## src/hw/rtl/cccs_pkg.sv

```systemverilog
// shared types and constants for the color code control stripper
package cccs_pkg;

    localparam logic [7:0] COLOR_OPEN_BYTE = 8'h03;
    localparam logic [7:0] FIRST_PRINTABLE = 8'h20;
    localparam logic [7:0] DELETE_BYTE     = 8'h7F;
    localparam logic [7:0] COMMA_BYTE      = 8'h2C;
    localparam logic [7:0] DIGIT_ZERO      = 8'h30;
    localparam logic [7:0] DIGIT_NINE      = 8'h39;
    localparam logic [7:0] EMPTY_BYTE      = 8'h00;

    localparam logic [1:0] MAX_DIGITS      = 2'd2;

    localparam int unsigned FIFO_DEPTH = 4;
    localparam int unsigned FIFO_PTR_W = $clog2(FIFO_DEPTH);
    localparam int unsigned FIFO_CNT_W = $clog2(FIFO_DEPTH + 1);

    typedef struct packed {
        logic [7:0] kept_byte;
        logic       byte_present;
        logic       final_result;
    } t_result;

    // results produced by one accepted byte, in order
    typedef struct packed {
        logic [1:0] count;
        t_result    slot0;
        t_result    slot1;
    } t_push;

endpackage

```

## src/hw/rtl/color_code_control_stripper.sv

```systemverilog
// top level of the color code control stripper
// each result is written into the result queue register before it is offered at o_valid
// throughput: one input byte per cycle while o_ready is high; a byte that yields two results
//   (given-back comma plus the byte) takes two queue entries and two output transfers
// input ready holds while the four-entry result queue has room for two results
// reset (i_rst_n low, synchronous) closes any color code and empties the queue
module color_code_control_stripper (
    input  logic       i_clk,
    input  logic       i_rst_n,
    // input channel
    input  logic       i_valid,
    output logic       o_ready,
    input  logic [7:0] i_text_byte,
    input  logic       i_end_of_text,
    // result channel
    output logic       o_valid,
    input  logic       i_ready,
    output logic [7:0] o_kept_byte,
    output logic       o_byte_present,
    output logic       o_final_result
);
    import cccs_pkg::*;

    logic    accept;
    logic    room_for_two;
    t_push   push;
    t_result head;

    // a transfer is taken only when any outcome fits in the queue
    assign o_ready = room_for_two;
    assign accept  = i_valid && room_for_two;

    // color code tracking and result formation for the accepted byte
    cccs_filter u_filter (
        .i_clk         (i_clk),
        .i_rst_n       (i_rst_n),
        .i_accept      (accept),
        .i_text_byte   (i_text_byte),
        .i_end_of_text (i_end_of_text),
        .o_push        (push)
    );

    // result register stage, decouples the output stall from the input
    cccs_result_fifo u_results (
        .i_clk          (i_clk),
        .i_rst_n        (i_rst_n),
        .i_push         (push),
        .i_pop          (i_ready),
        .o_room_for_two (room_for_two),
        .o_not_empty    (o_valid),
        .o_head         (head)
    );

    assign o_kept_byte    = head.kept_byte;
    assign o_byte_present = head.byte_present;
    assign o_final_result = head.final_result;

endmodule

```

## src/hw/rtl/cccs_filter.sv

```systemverilog
// per-byte filter: color code state and the results of one transfer
module cccs_filter (
    input  logic           i_clk,
    input  logic           i_rst_n,
    input  logic           i_accept,
    input  logic [7:0]     i_text_byte,
    input  logic           i_end_of_text,
    output cccs_pkg::t_push o_push
);
    import cccs_pkg::*;

    logic       r_in_code;
    logic [1:0] r_digit_count;
    logic       r_comma_seen;

    logic       n_in_code;
    logic [1:0] n_digit_count;
    logic       n_comma_seen;

    logic       is_open;
    logic       is_digit;
    logic       is_printable;
    logic       digit_ok;
    logic       comma_ok;
    logic       comma_back;
    logic       give_byte;
    logic       end_comma;
    logic [1:0] n_res;
    t_result    res_byte;
    t_result    res_comma;
    t_result    res_empty;

    always_comb begin
        is_open      = (i_text_byte == COLOR_OPEN_BYTE);
        is_digit     = (i_text_byte >= DIGIT_ZERO) && (i_text_byte <= DIGIT_NINE);
        is_printable = (i_text_byte >= FIRST_PRINTABLE) && (i_text_byte != DELETE_BYTE);
        digit_ok     = r_in_code && is_digit && (r_digit_count < MAX_DIGITS);
        comma_ok     = r_in_code && !digit_ok && (i_text_byte == COMMA_BYTE)
                       && !r_comma_seen && (r_digit_count != 2'd0);

        n_in_code     = r_in_code;
        n_digit_count = r_digit_count;
        n_comma_seen  = r_comma_seen;
        comma_back    = 1'b0;

        if (is_open) begin
            n_in_code     = 1'b1;
            n_digit_count = 2'd0;
            n_comma_seen  = 1'b0;
        end else if (digit_ok) begin
            n_digit_count = r_digit_count + 2'd1;
        end else if (comma_ok) begin
            n_comma_seen  = 1'b1;
            n_digit_count = 2'd0;
        end else if (r_in_code) begin
            // code ends on this byte; a bare comma is given back
            n_in_code  = 1'b0;
            comma_back = (r_digit_count == 2'd0) && r_comma_seen;
        end

        give_byte = !is_open && !digit_ok && !comma_ok && is_printable;
        end_comma = i_end_of_text && n_in_code && (n_digit_count == 2'd0) && n_comma_seen;

        res_byte  = '{kept_byte: i_text_byte, byte_present: 1'b1, final_result: 1'b0};
        res_comma = '{kept_byte: COMMA_BYTE, byte_present: 1'b1, final_result: 1'b0};
        res_empty = '{kept_byte: EMPTY_BYTE, byte_present: 1'b0, final_result: 1'b0};

        n_res = {1'b0, comma_back} + {1'b0, give_byte} + {1'b0, end_comma};

        if (comma_back) begin
            o_push.slot0 = res_comma;
        end else if (give_byte) begin
            o_push.slot0 = res_byte;
        end else if (end_comma) begin
            o_push.slot0 = res_comma;
        end else begin
            o_push.slot0 = res_empty;
        end
        o_push.slot1 = give_byte ? res_byte : res_comma;

        if (i_end_of_text && (n_res == 2'd0)) begin
            n_res = 2'd1;
        end
        if (i_end_of_text) begin
            if (n_res == 2'd2) begin
                o_push.slot1.final_result = 1'b1;
            end else begin
                o_push.slot0.final_result = 1'b1;
            end
        end

        o_push.count = i_accept ? n_res : 2'd0;
    end

    always_ff @(posedge i_clk) begin
        if (!i_rst_n) begin
            r_in_code     <= 1'b0;
            r_digit_count <= 2'd0;
            r_comma_seen  <= 1'b0;
        end else if (i_accept) begin
            if (i_end_of_text) begin
                r_in_code     <= 1'b0;
                r_digit_count <= 2'd0;
                r_comma_seen  <= 1'b0;
            end else begin
                r_in_code     <= n_in_code;
                r_digit_count <= n_digit_count;
                r_comma_seen  <= n_comma_seen;
            end
        end
    end

endmodule

```

## src/hw/rtl/cccs_result_fifo.sv

```systemverilog
// small result queue: takes up to two results per cycle, gives one
module cccs_result_fifo (
    input  logic              i_clk,
    input  logic              i_rst_n,
    input  cccs_pkg::t_push   i_push,
    input  logic              i_pop,
    output logic              o_room_for_two,
    output logic              o_not_empty,
    output cccs_pkg::t_result o_head
);
    import cccs_pkg::*;

    t_result                r_entries [FIFO_DEPTH];
    logic [FIFO_PTR_W-1:0]  r_wr_ptr;
    logic [FIFO_PTR_W-1:0]  r_rd_ptr;
    logic [FIFO_CNT_W-1:0]  r_count;

    logic [FIFO_PTR_W-1:0]  wr_ptr_next;
    logic                   pop_ok;

    assign wr_ptr_next    = r_wr_ptr + FIFO_PTR_W'(1);
    assign pop_ok         = i_pop && (r_count != '0);
    assign o_not_empty    = (r_count != '0);
    assign o_room_for_two = (r_count <= FIFO_CNT_W'(FIFO_DEPTH - 2));
    assign o_head         = r_entries[r_rd_ptr];

    always_ff @(posedge i_clk) begin
        if (i_push.count != 2'd0) begin
            r_entries[r_wr_ptr] <= i_push.slot0;
        end
        if (i_push.count == 2'd2) begin
            r_entries[wr_ptr_next] <= i_push.slot1;
        end
    end

    always_ff @(posedge i_clk) begin
        if (!i_rst_n) begin
            r_wr_ptr <= '0;
            r_rd_ptr <= '0;
            r_count  <= '0;
        end else begin
            r_wr_ptr <= r_wr_ptr + FIFO_PTR_W'(i_push.count);
            if (pop_ok) begin
                r_rd_ptr <= r_rd_ptr + FIFO_PTR_W'(1);
            end
            r_count <= r_count + FIFO_CNT_W'(i_push.count) - FIFO_CNT_W'(pop_ok);
        end
    end

endmodule

```

## config.mk

```make
export PLATFORM = sky130hd
export DESIGN_NAME = color_code_control_stripper
export DESIGN_NICKNAME = d
export VERILOG_FILES = /design/src/hw/rtl/cccs_pkg.sv /design/src/hw/rtl/color_code_control_stripper.sv /design/src/hw/rtl/cccs_filter.sv /design/src/hw/rtl/cccs_result_fifo.sv
export SDC_FILE = /design/constraint.sdc
export NUM_CORES = 1
export LEC_CHECK = 0
export BUFFER_PORTS_ARGS = -buffer_cell sky130_fd_sc_hd__buf_2
export CORE_ASPECT_RATIO = 1.25
export CORE_MARGIN = 5
export CORE_UTILIZATION = 62
export DETAILED_ROUTE_END_ITERATION = 10
export GPL_TIMING_DRIVEN = 0
export PLACE_DENSITY = 0.82
export SYNTH_ARGS = -nofsm -noshare
export SYNTH_HDL_FRONTEND = slang
export SYNTH_SLANG_ARGS = --single-unit
```

## constraint.sdc

```tcl
create_clock -name i_clk -period 9.1 [get_ports i_clk]
set_clock_uncertainty 0.15 [all_clocks]
set_input_delay 1.365 -clock i_clk [delete_from_list [all_inputs] [get_ports i_clk]]
set_output_delay 1.365 -clock i_clk [all_outputs]
set_load 0.03 [all_outputs]
```

==> impl_metrics.toml <==
[cts]
ctsHoldBuffers = 0
clock_latency_ps = 300
htree_levels = 2
clkSlewWorstSetupHoldPaths_ps = 100
clock-root-buffer = "clkbuf_8"
cts_setup_buffers = 0
numCtsBuffers = 5
post_cts_resized = 0
cts_sinks = 53
cts_tree = "done"
clock_path_buffers = 2

[worst_hold_path]
hold_class = "reg2reg"
hp-start = "u_filter.r_digit_count[0]$_SDFFE_PN0P_"

[logic_synthesis]
postSynthCellCount = 258
ys_async_sr_fraction = 0
yosys_warnings = 0
ys.flop_type = "edfxtp_1"
seq_area_frac_synth = 0.497
synth_compound_area_frac = 0.122
synth_edf_count = 36
synthSimpleGateAreaFrac = 0.210
synth-xor-area-share = 0.0215
muxShareOfSynthArea = 0.0788
syn_avg_cell_area_um2 = 11.1
yosys.area_share.adder = 0.0359
synth_fp_nets = 278
synth_top_family_by_area = "simple AND/OR/NAND/NOR gates"
synth_area_mm2 = 0.00286
ys_ff_latch = 53
synth_cell_type_count = 43

[floorplanning]
num_rows = 27
start_util = 0.646
io_pins = 25
coreArea_mm2 = 0.00443
dieArea_mm2 = 0.00608
die-height_um = 85.9
die_w_um = 70.7

[finish]
area_growth_pct = 10.5
antennaDiodeCount = 0
nets = 308
fillers = 311
final_layout_size_suffix_gt1_frac = 0.163

[timing]
fin_crit_sh = 0.571
tightest_slew_ps = 913
fin_setup_tns_ps = 0
setup_violations = 0
period_minus_slack_ps = 5200
slew_headroom = 0.391
slew_viol_final = 0
max_freq_mhz = 192
hold_viol_final = 0
rsz0062_at_grt = "no"
setup_ws_ps = 3900

[critical_path]
end_kind = "register"
path_class = "in2reg"
startpoint_type = "input pin"
critPathArrivalTime_ps = 5210
worstPathMaxFanout = 12
worstSetupStartpoint = "i_text_byte[3]"
cp.required_ps = 9110
r2r_start = "u_filter.r_digit_count[0]$_SDFFE_PN0P_"

[global_route]
grt_antenna_before_repair = 0
grt_pass1_wl_mm = 10.4
first_global_vias = 2181
gr-total-overflow = 0
globalRouteTotalUtil = 0.219
grt_max_degree = 17

[detailed_routing]
wl_per_cell_um = 17.9
ant_nets = 0
drt_wl_total_mm = 6.21
drc_errors = 0
drt_iter0_markers = 267
first_pass_iters = 6
via_per_inst = 6.48
vias = 2250

[pwr]
ir_worst_vdd_mv = 0.184
leakage_nw = 1.14
power.density_mw_per_mm2 = 239

[flow_run]
drv_cap = 0

[placement]
routabilityCongestion = 0.873
io_buffers = 23
dp_worst_setup_slack_ps = 3740
dp_hpwl_mm = 4.57

[outcome]
status = "completed"
-- cells in the final DEF, fill, tap and decap left out, types with 11 or more instances in the layout --
cell,n
edfxtp_1,36
buf_2,24
nor2_1,21
and3_1,19
a21oi_1,17
dfxtp_1,17
and2_1,14
inv_1,12
nand4_1,11
nand2_1,11
-- Yosys cell counts (all sizes together) (2+ instances only) --
| library cell | instances | area share |
|---|---|---|
| a21boi | 3 | 0.0079 |
| a21oi | 17 | 0.030 |
| and2 | 14 | 0.031 |
| and3 | 19 | 0.042 |
| buf | 3 | 0.0070 |
| clkbuf | 9 | 0.012 |
| dfxtp | 17 | 0.12 |
| edfxtp | 36 | 0.38 |
| fa | 2 | 0.014 |
| ha | 5 | 0.022 |
| inv | 12 | 0.016 |
| mux4 | 10 | 0.079 |
| nand2 | 11 | 0.014 |
| nand3 | 4 | 0.0070 |
| nand4 | 11 | 0.024 |
| nor2 | 21 | 0.028 |
| nor2b | 7 | 0.015 |
| nor3 | 8 | 0.014 |
| o211ai | 2 | 0.0053 |
| o21ai | 10 | 0.018 |
| o31ai | 4 | 0.012 |
| o41ai | 8 | 0.025 |
| or2 | 2 | 0.0044 |
| or3 | 3 | 0.0083 |
| or4 | 3 | 0.0092 |
| xnor2 | 5 | 0.015 |
| xor2 | 2 | 0.0061 |
-- final timing paths --
path	endpoint	slack [ps]	cells after the start
max	u_results.r_entries[0][4]$_DFFE_PP_	3900	13
min	u_filter.r_digit_count[0]$_SDFFE_PN0P_	340	2
max reg2reg	u_results.r_entries[0][4]$_DFFE_PP_	4750	12
min reg2reg	u_filter.r_digit_count[0]$_SDFFE_PN0P_	340	2
-- report_power, final --
part           internal (mW)  switching (mW)  total [mW]
Clock                 0.0827          0.0769       0.160
Combinational          0.105           0.170       0.276
Sequential             0.301          0.0172       0.318
Total                  0.489           0.265       0.754
-- critical path, stage by stage --
cell and delay [ps]:
buf_2 180, o21ai_0 160, and3_1 270, or2_1 240
nor2_1 340, clkbuf_1 320, inv_1 110, fa_1 590
nor2b_1 360, nand4_1 370, nand2_1 580, o41ai_1 170
a21oi_1 160
-- registers in the layout, summed over array words and instances, names as in the netlist, named ones only --
register and cells:
u_results.r_wr_ptr 2, u_results.r_count 3, u_filter.r_comma_seen 1, u_results.r_rd_ptr 2, u_filter.r_in_code 1, u_filter.r_digit_count 2, u_results.r_entries 40
-- kinds of logic after synthesis --
| family | Yosys count |
|---|---|
| simple gates | 107 |
| flops | 53 |
| compound gates | 50 |
| buf+inv | 24 |
| mux | 10 |
| xor+xnor | 7 |
| fa+ha+maj | 7 |
-- metrics by stage --
step	hold slack, ps	cell area [um2]	std cells	total power [mW]	util
6_report	338	3160	347	0.754	0.713
3_5_place_dp	327	3050	339	0.601	0.688
4_1_cts	339	3160	347	0.756	0.713
3_3_place_gp	323	3050	339	0.588	0.688
5_1_grt	375	3160	347	0.798	0.713
2_1_floorplan	299	2860	258	0.527	-
-- cell type report --
type / count / area [um2] / area share
Buffer: 12 / 53.8 / 0.0170
Clock buffer: 6 / 72.6 / 0.0230
Clock inverter: 2 / 38.8 / 0.0123
Inverter: 12 / 45.0 / 0.0143
Multi-Input combinational cell: 181 / 1340 / 0.424
Sequential cell: 53 / 1420 / 0.450
Tap cell: 58 / 72.6 / 0.0230
Timing Repair Buffer: 23 / 115 / 0.0365
-- routing by layer --
layer	vias to the layer above	share of wire	track usage
met2	140	0.52	0.398
met5	-	0	0
met3	28	0.076	0.0328
li1	1040	-	-
met4	0	0.030	0.0821
met1	1042	0.37	0.258
(Power assumes the default switching activity.)
